==> config.mk <==
export PLATFORM = sky130hd
export DESIGN_NAME = lfu_cache_replacement
export DESIGN_NICKNAME = d
export VERILOG_FILES = /design/src/lfu_pkg.sv /design/src/lfu_cache_replacement.sv /design/src/lfu_entry_store.sv /design/src/lfu_entry_unit.sv
export SDC_FILE = /design/constraint.sdc
export NUM_CORES = 2
export LEC_CHECK = 0
export BUFFER_PORTS_ARGS = -buffer_cell sky130_fd_sc_hd__buf_2
export CAP_MARGIN = 20
export CORE_AREA = 4 4 273 409
export CTS_BUF_LIST = sky130_fd_sc_hd__clkbuf_4
export CTS_CLUSTER_DIAMETER = 60
export DETAILED_ROUTE_END_ITERATION = 8
export DIE_AREA = 0 0 277 413
export PLACE_DENSITY = 0.76
export SYNTH_ARGS = -nofsm -noshare
export SYNTH_HDL_FRONTEND = slang
export SYNTH_SLANG_ARGS = --single-unit
==> constraint.sdc <==
create_clock -name clk_i -period 10.38 [get_ports clk_i]
set_input_delay 1.557 -clock clk_i [delete_from_list [all_inputs] [get_ports clk_i]]
set_output_delay 1.557 -clock clk_i [all_outputs]
set_load 0.03 [all_outputs]
==> src/lfu_pkg.sv <==
// shared types and constants for the lfu cache with lru tie-break
// no dependencies
`timescale 1ns / 1ps
`default_nettype none

package lfu_pkg;

  localparam int CFG_BITS       = 5;
  localparam int KEY_BITS       = 32;
  localparam int DATA_BITS      = 32;
  localparam int DEF_ENTRIES    = 16;
  localparam int DEF_COUNT_BITS = 16;

  localparam logic [CFG_BITS-1:0] CAP_RESET = 5'd16;

  localparam logic OP_GET = 1'b0;
  localparam logic OP_PUT = 1'b1;

  typedef struct packed {
    logic                        op;
    logic signed [KEY_BITS-1:0]  key;
    logic signed [DATA_BITS-1:0] data_in;
  } in_item_t;

  typedef struct packed {
    logic                        hit;
    logic signed [DATA_BITS-1:0] data_out;
    logic                        evicted;
    logic                        stored;
  } out_item_t;

  typedef enum logic [2:0] {
    ST_IDLE,
    ST_SCAN,
    ST_DECIDE,
    ST_UPDATE,
    ST_FINISH
  } lfu_state_e;

  // write strobes into the entry store
  typedef struct packed {
    logic key_we;
    logic value_we;
    logic count_we;
    logic rank_we;
  } store_we_t;

  // how the rank pass adjusts ranks
  typedef struct packed {
    logic touch;
    logic evict;
  } upd_mode_t;

  // per-entry compare flags from the shared unit
  typedef struct packed {
    logic match;
    logic better;
  } scan_flags_t;

endpackage

`default_nettype wire

==> src/lfu_cache_replacement.sv <==
// top level of the lfu cache with lru tie-break: sequencer, valid bits, result register
// depends on lfu_pkg, lfu_entry_store, lfu_entry_unit
`timescale 1ns / 1ps
`default_nettype none

//  channel | direction | handshake              | payload
//  in      | input     | in_valid_i / in_ready_o   | in_data_i  (op, key, data_in)
//  out     | output    | out_valid_o / out_ready_i | out_data_o (hit, data_out, evicted, stored)
//  cfg     | input     | cfg_valid_i / cfg_ready_o | cfg_data_i (capacity_in_use)
//
//  an item goes from accept to result through a scan over the single store read port,
//  a decide step, a rank pass through the same port and a result load; the next accept
//  is taken in the idle state that follows
//  gets that miss and puts at capacity zero skip the rank pass
//  after reset the cache is empty and capacity is 16; no clearing pass is needed
//  a waiting result stalls only the finish of the next item, not its accept

module lfu_cache_replacement #(
  parameter int ENTRIES    = lfu_pkg::DEF_ENTRIES,
  parameter int COUNT_BITS = lfu_pkg::DEF_COUNT_BITS
) (
  input  wire logic                          clk_i,
  input  wire logic                          rst_ni,
  input  wire logic                          in_valid_i,
  output logic                               in_ready_o,
  input  wire lfu_pkg::in_item_t             in_data_i,
  output logic                               out_valid_o,
  input  wire logic                          out_ready_i,
  output lfu_pkg::out_item_t                 out_data_o,
  input  wire logic                          cfg_valid_i,
  output logic                               cfg_ready_o,
  input  wire logic [lfu_pkg::CFG_BITS-1:0]  cfg_data_i
);
  import lfu_pkg::*;

  localparam int IDX_BITS = (ENTRIES > 1) ? $clog2(ENTRIES) : 1;
  localparam int CNT_BITS = $clog2(ENTRIES + 1);
  localparam int CMP_BITS = (CNT_BITS > CFG_BITS) ? CNT_BITS : CFG_BITS;
  localparam logic [CNT_BITS-1:0] LAST_CNT = CNT_BITS'(ENTRIES);

  // sequencer
  lfu_state_e state_q, state_d;
  logic [CNT_BITS-1:0] cnt_q;
  logic                rd_ok_q;
  logic [IDX_BITS-1:0] rd_idx_q;

  // architectural state
  logic [ENTRIES-1:0]  valid_q;
  logic [CNT_BITS-1:0] occ_q;
  logic [CFG_BITS-1:0] cap_q;

  // item and scan results
  in_item_t              item_q;
  logic                  found_q, vic_ok_q, free_ok_q;
  logic [IDX_BITS-1:0]   found_idx_q, vic_idx_q, free_idx_q;
  logic [COUNT_BITS-1:0] found_cnt_q, vic_cnt_q;
  logic [IDX_BITS-1:0]   found_rank_q, vic_rank_q;
  logic [DATA_BITS-1:0]  found_val_q;

  // decided update
  logic [IDX_BITS-1:0] slot_q, ref_rank_q;
  upd_mode_t           mode_q;
  out_item_t           res_q;

  // result register
  logic      out_valid_q;
  out_item_t out_q;

  // store ports
  logic                  rd_en;
  logic [IDX_BITS-1:0]   rd_addr;
  logic [KEY_BITS-1:0]   rd_key;
  logic [DATA_BITS-1:0]  rd_value;
  logic [COUNT_BITS-1:0] rd_count;
  logic [IDX_BITS-1:0]   rd_rank;
  store_we_t             store_we;
  logic [COUNT_BITS-1:0] wr_count;
  logic [IDX_BITS-1:0]   wr_rank;

  // shared unit
  scan_flags_t         flags;
  logic [IDX_BITS-1:0] new_rank;
  logic                ent_valid;

  // decision terms
  logic [CMP_BITS-1:0] cap_ext, cap_eff;
  logic                is_put, cap_zero, act_touch, act_insert, need_evict;
  logic [IDX_BITS-1:0] ins_slot, dec_slot, dec_ref;
  out_item_t           dec_res;
  logic                load_out, scanning, cnt_run;

  assign cfg_ready_o = 1'b1;
  assign out_valid_o = out_valid_q;
  assign out_data_o  = out_q;
  assign ent_valid   = valid_q[rd_idx_q];
  assign cnt_run     = cnt_q != LAST_CNT;
  assign scanning    = (state_q == ST_SCAN) && rd_ok_q;

  // effective capacity saturates at the number of entries
  always_comb begin
    cap_ext = CMP_BITS'(cap_q);
    cap_eff = (cap_ext > CMP_BITS'(ENTRIES)) ? CMP_BITS'(ENTRIES) : cap_ext;
  end

  // outcome of one item, taken from the scan
  always_comb begin
    is_put     = item_q.op == OP_PUT;
    cap_zero   = cap_eff == '0;
    act_touch  = found_q && (!is_put || !cap_zero);
    act_insert = is_put && !cap_zero && !found_q;
    // full, or capacity lowered below occupancy
    need_evict = act_insert && vic_ok_q &&
                 ((CMP_BITS'(occ_q) >= cap_eff) || !free_ok_q);
    // after removing the victim the lowest free index is the new slot
    if (need_evict) begin
      ins_slot = (free_ok_q && (free_idx_q < vic_idx_q)) ? free_idx_q : vic_idx_q;
    end else begin
      ins_slot = free_idx_q;
    end
    dec_slot = act_touch ? found_idx_q : ins_slot;
    dec_ref  = act_touch ? found_rank_q : vic_rank_q;
    dec_res.hit      = act_touch;
    dec_res.data_out = (!is_put && found_q) ? found_val_q : '0;
    dec_res.evicted  = need_evict;
    dec_res.stored   = is_put && !cap_zero;
    if (act_touch) begin
      wr_count = found_cnt_q + COUNT_BITS'(found_cnt_q != '1);
    end else begin
      wr_count = COUNT_BITS'(1);
    end
  end

  // next state
  always_comb begin
    state_d = state_q;
    case (state_q)
      ST_IDLE: begin
        if (in_valid_i) state_d = ST_SCAN;
      end
      ST_SCAN: begin
        if (!cnt_run) state_d = ST_DECIDE;
      end
      ST_DECIDE: begin
        state_d = (act_touch || act_insert) ? ST_UPDATE : ST_FINISH;
      end
      ST_UPDATE: begin
        if (!cnt_run) state_d = ST_FINISH;
      end
      ST_FINISH: begin
        if (!out_valid_q || out_ready_i) state_d = ST_IDLE;
      end
      default: begin
        state_d = ST_IDLE;
      end
    endcase
  end

  // sequencer outputs
  always_comb begin
    in_ready_o = 1'b0;
    rd_en      = 1'b0;
    rd_addr    = cnt_q[IDX_BITS-1:0];
    store_we   = '0;
    wr_rank    = (rd_idx_q == slot_q) ? '0 : new_rank;
    load_out   = 1'b0;
    case (state_q)
      ST_IDLE: begin
        in_ready_o = 1'b1;
      end
      ST_SCAN: begin
        rd_en = cnt_run;
      end
      ST_DECIDE: begin
        store_we.key_we   = act_insert;
        store_we.value_we = is_put && (act_touch || act_insert);
        store_we.count_we = act_touch || act_insert;
      end
      ST_UPDATE: begin
        rd_en            = cnt_run;
        store_we.rank_we = rd_ok_q && ((rd_idx_q == slot_q) || ent_valid);
      end
      ST_FINISH: begin
        load_out = !out_valid_q || out_ready_i;
      end
      default: begin
        in_ready_o = 1'b0;
      end
    endcase
  end

  // control registers
  always_ff @(posedge clk_i or negedge rst_ni) begin
    if (!rst_ni) begin
      state_q     <= ST_IDLE;
      cnt_q       <= '0;
      rd_ok_q     <= 1'b0;
      valid_q     <= '0;
      occ_q       <= '0;
      cap_q       <= CAP_RESET;
      found_q     <= 1'b0;
      vic_ok_q    <= 1'b0;
      free_ok_q   <= 1'b0;
      out_valid_q <= 1'b0;
    end else begin
      state_q <= state_d;
      rd_ok_q <= rd_en;
      if (cfg_valid_i && cfg_ready_o) cap_q <= cfg_data_i;
      if (in_valid_i && in_ready_o) begin
        cnt_q     <= '0;
        found_q   <= 1'b0;
        vic_ok_q  <= 1'b0;
        free_ok_q <= 1'b0;
      end else if (rd_en) begin
        cnt_q <= cnt_q + CNT_BITS'(1);
      end
      // scan trackers
      if (scanning) begin
        if (flags.match && !found_q) found_q <= 1'b1;
        if (flags.better) vic_ok_q <= 1'b1;
        if (!ent_valid) free_ok_q <= 1'b1;
      end
      if (state_q == ST_DECIDE) begin
        cnt_q <= '0;
        if (act_insert) begin
          if (need_evict) begin
            // a victim reused as the new slot stays valid
            if (vic_idx_q != ins_slot) valid_q[vic_idx_q] <= 1'b0;
          end else begin
            occ_q <= occ_q + CNT_BITS'(1);
          end
          valid_q[ins_slot] <= 1'b1;
        end
      end
      if (load_out) begin
        out_valid_q <= 1'b1;
      end else if (out_ready_i) begin
        out_valid_q <= 1'b0;
      end
    end
  end

  // payload registers
  always_ff @(posedge clk_i) begin
    if (in_valid_i && in_ready_o) item_q <= in_data_i;
    rd_idx_q <= rd_addr;
    if (scanning) begin
      if (flags.match && !found_q) begin
        found_idx_q  <= rd_idx_q;
        found_cnt_q  <= rd_count;
        found_rank_q <= rd_rank;
        found_val_q  <= rd_value;
      end
      if (flags.better) begin
        vic_idx_q  <= rd_idx_q;
        vic_cnt_q  <= rd_count;
        vic_rank_q <= rd_rank;
      end
      if (!ent_valid && !free_ok_q) free_idx_q <= rd_idx_q;
    end
    if (state_q == ST_DECIDE) begin
      slot_q       <= dec_slot;
      ref_rank_q   <= dec_ref;
      mode_q.touch <= act_touch;
      mode_q.evict <= need_evict;
      res_q        <= dec_res;
    end
    if (load_out) out_q <= res_q;
  end

  lfu_entry_store #(
    .ENTRIES    (ENTRIES),
    .COUNT_BITS (COUNT_BITS),
    .IDX_BITS   (IDX_BITS)
  ) u_store (
    .clk_i       (clk_i),
    .rd_en_i     (rd_en),
    .rd_addr_i   (rd_addr),
    .rd_key_o    (rd_key),
    .rd_value_o  (rd_value),
    .rd_count_o  (rd_count),
    .rd_rank_o   (rd_rank),
    .we_i        (store_we),
    .wr_addr_i   (dec_slot),
    .wr_key_i    (item_q.key),
    .wr_value_i  (item_q.data_in),
    .wr_count_i  (wr_count),
    .rank_addr_i (rd_idx_q),
    .wr_rank_i   (wr_rank)
  );

  lfu_entry_unit #(
    .COUNT_BITS (COUNT_BITS),
    .RANK_BITS  (IDX_BITS)
  ) u_unit (
    .ent_valid_i (ent_valid),
    .ent_key_i   (rd_key),
    .ent_count_i (rd_count),
    .ent_rank_i  (rd_rank),
    .item_key_i  (item_q.key),
    .vic_ok_i    (vic_ok_q),
    .vic_count_i (vic_cnt_q),
    .vic_rank_i  (vic_rank_q),
    .mode_i      (mode_q),
    .ref_rank_i  (ref_rank_q),
    .flags_o     (flags),
    .new_rank_o  (new_rank)
  );

endmodule

`default_nettype wire

==> src/lfu_entry_store.sv <==
// entry memories: key, value, use count and recency rank
// depends on lfu_pkg
`timescale 1ns / 1ps
`default_nettype none

module lfu_entry_store #(
  parameter int ENTRIES    = lfu_pkg::DEF_ENTRIES,
  parameter int COUNT_BITS = lfu_pkg::DEF_COUNT_BITS,
  parameter int IDX_BITS   = (ENTRIES > 1) ? $clog2(ENTRIES) : 1
) (
  input  wire logic                         clk_i,
  input  wire logic                         rd_en_i,
  input  wire logic [IDX_BITS-1:0]          rd_addr_i,
  output logic [lfu_pkg::KEY_BITS-1:0]      rd_key_o,
  output logic [lfu_pkg::DATA_BITS-1:0]     rd_value_o,
  output logic [COUNT_BITS-1:0]             rd_count_o,
  output logic [IDX_BITS-1:0]               rd_rank_o,
  input  wire lfu_pkg::store_we_t           we_i,
  input  wire logic [IDX_BITS-1:0]          wr_addr_i,
  input  wire logic [lfu_pkg::KEY_BITS-1:0] wr_key_i,
  input  wire logic [lfu_pkg::DATA_BITS-1:0] wr_value_i,
  input  wire logic [COUNT_BITS-1:0]        wr_count_i,
  input  wire logic [IDX_BITS-1:0]          rank_addr_i,
  input  wire logic [IDX_BITS-1:0]          wr_rank_i
);
  import lfu_pkg::*;

  logic [KEY_BITS-1:0]   key_mem   [ENTRIES];
  logic [DATA_BITS-1:0]  value_mem [ENTRIES];
  logic [COUNT_BITS-1:0] count_mem [ENTRIES];
  logic [IDX_BITS-1:0]   rank_mem  [ENTRIES];

  always_ff @(posedge clk_i) begin
    if (we_i.key_we)   key_mem[wr_addr_i]   <= wr_key_i;
    if (we_i.value_we) value_mem[wr_addr_i] <= wr_value_i;
    if (we_i.count_we) count_mem[wr_addr_i] <= wr_count_i;
    if (we_i.rank_we)  rank_mem[rank_addr_i] <= wr_rank_i;
  end

  always_ff @(posedge clk_i) begin
    if (rd_en_i) begin
      rd_key_o   <= key_mem[rd_addr_i];
      rd_value_o <= value_mem[rd_addr_i];
      rd_count_o <= count_mem[rd_addr_i];
      rd_rank_o  <= rank_mem[rd_addr_i];
    end
  end

endmodule

`default_nettype wire

==> src/lfu_entry_unit.sv <==
// shared per-entry unit: key match, victim compare and rank adjust
// depends on lfu_pkg
`timescale 1ns / 1ps
`default_nettype none

module lfu_entry_unit #(
  parameter int COUNT_BITS = lfu_pkg::DEF_COUNT_BITS,
  parameter int RANK_BITS  = 4
) (
  input  wire logic                         ent_valid_i,
  input  wire logic [lfu_pkg::KEY_BITS-1:0] ent_key_i,
  input  wire logic [COUNT_BITS-1:0]        ent_count_i,
  input  wire logic [RANK_BITS-1:0]         ent_rank_i,
  input  wire logic [lfu_pkg::KEY_BITS-1:0] item_key_i,
  input  wire logic                         vic_ok_i,
  input  wire logic [COUNT_BITS-1:0]        vic_count_i,
  input  wire logic [RANK_BITS-1:0]         vic_rank_i,
  input  wire lfu_pkg::upd_mode_t           mode_i,
  input  wire logic [RANK_BITS-1:0]         ref_rank_i,
  output lfu_pkg::scan_flags_t              flags_o,
  output logic [RANK_BITS-1:0]              new_rank_o
);
  import lfu_pkg::*;

  logic inc, dec;

  always_comb begin
    flags_o.match  = ent_valid_i && (ent_key_i == item_key_i);
    // lower count wins, equal counts go to the older entry
    flags_o.better = ent_valid_i &&
                     (!vic_ok_i || (ent_count_i < vic_count_i) ||
                      ((ent_count_i == vic_count_i) && (ent_rank_i > vic_rank_i)));
  end

  always_comb begin
    if (mode_i.touch) begin
      inc = ent_rank_i < ref_rank_i;
      dec = 1'b0;
    end else begin
      inc = 1'b1;
      dec = mode_i.evict && (ent_rank_i > ref_rank_i);
    end
    new_rank_o = ent_rank_i + RANK_BITS'(inc) - RANK_BITS'(dec);
  end

endmodule

`default_nettype wire

==> summary.md <==
| Metric | Value |
|---|---|
| Outcome | finished clean |
| Top delay family on crit path | buffers and inverters |
| Root Buffer | clkbuf_4 |
| Synth unique cells | 70 |
| H-tree depth | 5 |
| Antenna viol nets, final | 0 |
| Setup violations, final | 0 |
| FF/Latch Area | 50800 µm² |
| Clock skew | 0.100 ns |
| Vias in the first global route | 33400 |
| GR Util All Layers | 0.249 |
| Post_cts resized | 0 |
| Clock Latency Late Sink | 1.26 ns |
| CTS sink cnt | 1698 |
| M1 GR Usage | 0.324 |
| Routed vias | 31400 |
| CP peak stage delay | 1.01 ns |
| Startpoint types | flip-flop |
| Initial antenna violation count | 6 |
| Initial core utilization | 0.597 |
| Slew Limit Fails | 0 |
| Compound-cell area share of the yosys netlist | 0.0127 |
| Core Util, Final | 0.665 |
| Drt total wl | 140000 µm |
| Least-Margin Pin Slew | 1.14 ns |
| Wire length per cell | 28.3 µm |
| Pre-antenna DRT Iters | 6 |
| Clk buf depth | 4 |
| Final hold vios | 0 |
| Fmax | 237 MHz |
| Die width | 277 µm |
| Ports | 113 |
| Hold Path Class | flip-flop to flip-flop |
| Register area share after synthesis | 0.786 |
| Top FF cell, synth | edfxtp_1 |
| Met3 GRT Util | 0.0538 |
| Leakage power | 23.5 nW |
| Asr flop ratio synth | 0.0230 |
| Gpl congestion | 0.858 |
| # DRC | 0 |
| Buf/Inv on CP | 2 |
| RSZ-0062 raised after global routing | no |
| # nets final | 3409 |
| Post-DP HPWL | 76200 µm |
| Critical Path, Cell by Cell | buf_12, buf_4, mux4_2, mux4_2 |
| Multiplexer share of the synthesized area | 0.150 |
| GR Layer Usage met2 | 0.422 |
| Worst Path Required | 11.28 ns |
| Synthesized area | 64600 µm² |
| Overall power | 0.0176 W |
| Mapped Cells | 2836 |
| Row count | 148 |
| Number of synthesized flops with an enable pin | 1655 |
| Area occupied by multi-input gates | 13400 µm² |
| Pwr per Cell Area | 245 nW/µm² |
| Grt total ovfl | 0 |
| Rel. slew slack | 0.235 |
| Synth Area per Inst | 22.8 µm² |
| Final setup TNS | 0 ns |
| CTS buffer count | 380 |
| Worst IR Drop VDD | 0.000230 V |
| Cell mode on critical path | mux4_2 |
| Syn-to-layout area delta | 11.4% |
| Core box area | 108000 µm² |
| Fin crit period | 4.23 ns |
| Fin crit share | 0.407 |
| Fillcell total | 6854 |
| Synth Area in Adders | 0.00845 |
| Die Span Y | 413 µm |
| DR iter-0 viols | 3451 |
| Syn Nets | 2954 |
| Flops & latches, synth | 1698 |
| Number of hold buffers added after CTS | 0 |
| Largest net degree at the start of global routing | 148 |
| Share of layout cells above drive strength 1 | 0.357 |
| GR peak layer | met2 |
| Clock-pin slew on the worst setup and hold paths | 0.07 ns |
| Worst Setup End Kind | flip-flop |
| I/O Buffers | 111 |
| CTS tree | built |
| Synth warnings | 0 |
| Max-cap violations | 0 |
| Post-CTS setup buffers | 0 |
| WP data arrival | 5.13 ns |
| Worst Setup Path Type | flip-flop to flip-flop |
| Post-synthesis simple-gate area fraction | 0.0239 |
| Max FO, Critical Path | 108 |
| Area of the die | 114000 µm² |
| Synth Area in XOR/XNOR | 0.00773 |
| Largest family of logic cells by synthesized area | multiplexers |
| Drt via density | 6.33 |
| Slowest cell on crit path | dfrtp_4 |
| First-pass GRT wire length | 210000 µm |
-- cells in the final DEF, fill, tap and decap left out, types with 4 or more instances in the layout --
master / count
mux2_2: 7
buf_6: 5
nor2_4: 4
nor4_1: 8
nand2_1: 49
nand2b_1: 7
inv_2: 7
mux4_2: 424
dfrtp_4: 4
xor2_1: 38
or3_1: 5
nor4_2: 5
a21oi_1: 19
dfxtp_1: 4
inv_1: 61
and3_1: 39
nor2b_1: 12
dfrtp_1: 34
o211ai_1: 7
o31ai_1: 4
nand3_1: 16
nor3_2: 38
buf_2: 111
o21ai_0: 30
clkinv_2: 19
clkinv_1: 76
clkbuf_4: 520
xnor2_1: 19
nor3_1: 11
ha_1: 42
nand4_1: 11
diode_2: 7
o22ai_1: 6
edfxtp_1: 1655
nor2_1: 65
a21o_1: 5
buf_16: 4
or4_4: 4
o32ai_1: 4
buf_4: 78
-- worst register-to-register path: cells and delay by family, from the launching register on --
kind,cells,cell delay [ns]
DFF,1,1.01
buffers and inverters,2,1.80
muxes,2,1.15
-- metrics by stage --
| step | cells | hold WS (ns) | setup WS (ns) | cell area (µm²) |
|---|---|---|---|---|
| after floorplan | 2836 | 0.345 | 3.71 | 64600 |
| after global placement | 4312 | 0.405 | 5.96 | 67300 |
| after detailed placement | 4321 | 0.405 | 6.09 | 67500 |
| after CTS | 4944 | 0.328 | 6.05 | 71800 |
| after global routing | 4963 | 0.339 | 5.73 | 71900 |
| final | 4964 | 0.416 | 6.15 | 71900 |
-- layer usage --
metal / part of all wire / vias up
met2: 0.53 / 1629
li1: - / 13000
met4: 0.032 / 2
met5: 0.000057 / -
met3: 0.080 / 290
met1: 0.36 / 16500
-- logic make-up (layout without fill, tap and decap cells) --
logic type,count (synthesis),in the layout
xor+xnor,57,57
buf+inv,192,888
fa+ha+maj,43,43
flops,1698,1698
simple gates,297,297
other cells,1,8
compound gates,114,114
mux,434,434
-- cells in the mapped netlist (16+ instances only) --
| cell type | number | area [µm²] |
|---|---|---|
| a21oi_1 | 20 | 100 |
| and3_1 | 39 | 244 |
| buf_1 | 19 | 71.3 |
| buf_2 | 28 | 140 |
| clkbuf_1 | 80 | 300 |
| dfrtp_1 | 38 | 951 |
| edfxtp_1 | 1655 | 49700 |
| ha_1 | 42 | 526 |
| inv_1 | 62 | 233 |
| mux4_2 | 424 | 9550 |
| nand2_1 | 49 | 184 |
| nand3_1 | 16 | 80.1 |
| nor2_1 | 69 | 259 |
| nor3_1 | 51 | 255 |
| o21ai_0 | 30 | 150 |
| xnor2_1 | 19 | 166 |
| xor2_1 | 38 | 333 |
-- state kept, by name, summed over array words and instances (netlist names), 5 cells and up --
register / flops
found_cnt_q: 16
u_store.rd_key_o: 32
vic_cnt_q: 16
u_store.rd_value_o: 32
u_store.value_mem: 512
cnt_q: 5
found_val_q: 32
occ_q: 5
item_q: 64
u_store.key_mem: 512
u_store.rd_count_o: 16
u_store.rank_mem: 64
valid_q: 16
out_data_o: 35
res_q: 35
cap_ext: 5
u_store.count_mem: 256
-- power by group --
part	internal, W	switching (W)	total (W)	leakage [nW]
clock	0.00233	0.00241	0.00474	2.63
combinational	0.00197	0.00209	0.00405	5.31
sequential	0.00833	0.000514	0.00885	15.6
-- final cells by class --
cell class,instances,area share
flip-flops and latches,1698,0.706
multi-input cells,946,0.186
clock buffers,520,0.0543
well taps,1425,0.0248
repair buffers,202,0.0192
clock inverters,103,0.00612
inverters,63,0.00332
diodes,7,0.000244
-- path summary, 6_finish.rpt --
check | from | to | slack (ns) | cells past startpoint
hold / removal | u_store.rd_value_o[29] | found_val_q[29] | 0.42 | 0
setup reg to reg | cnt_q[0] | u_store.rd_key_o[23] | 6.15 | 4
max in group asynchronous | rst_ni | cnt_q[1] | 9.16 | 1
hold reg to reg | u_store.rd_value_o[29] | found_val_q[29] | 0.42 | 0
min in group asynchronous | rst_ni | state_q[2] | 0.47 | 1
setup / recovery | cnt_q[0] | u_store.rd_key_o[23] | 6.15 | 4
Note: power is estimated with default switching activity, not from simulation.
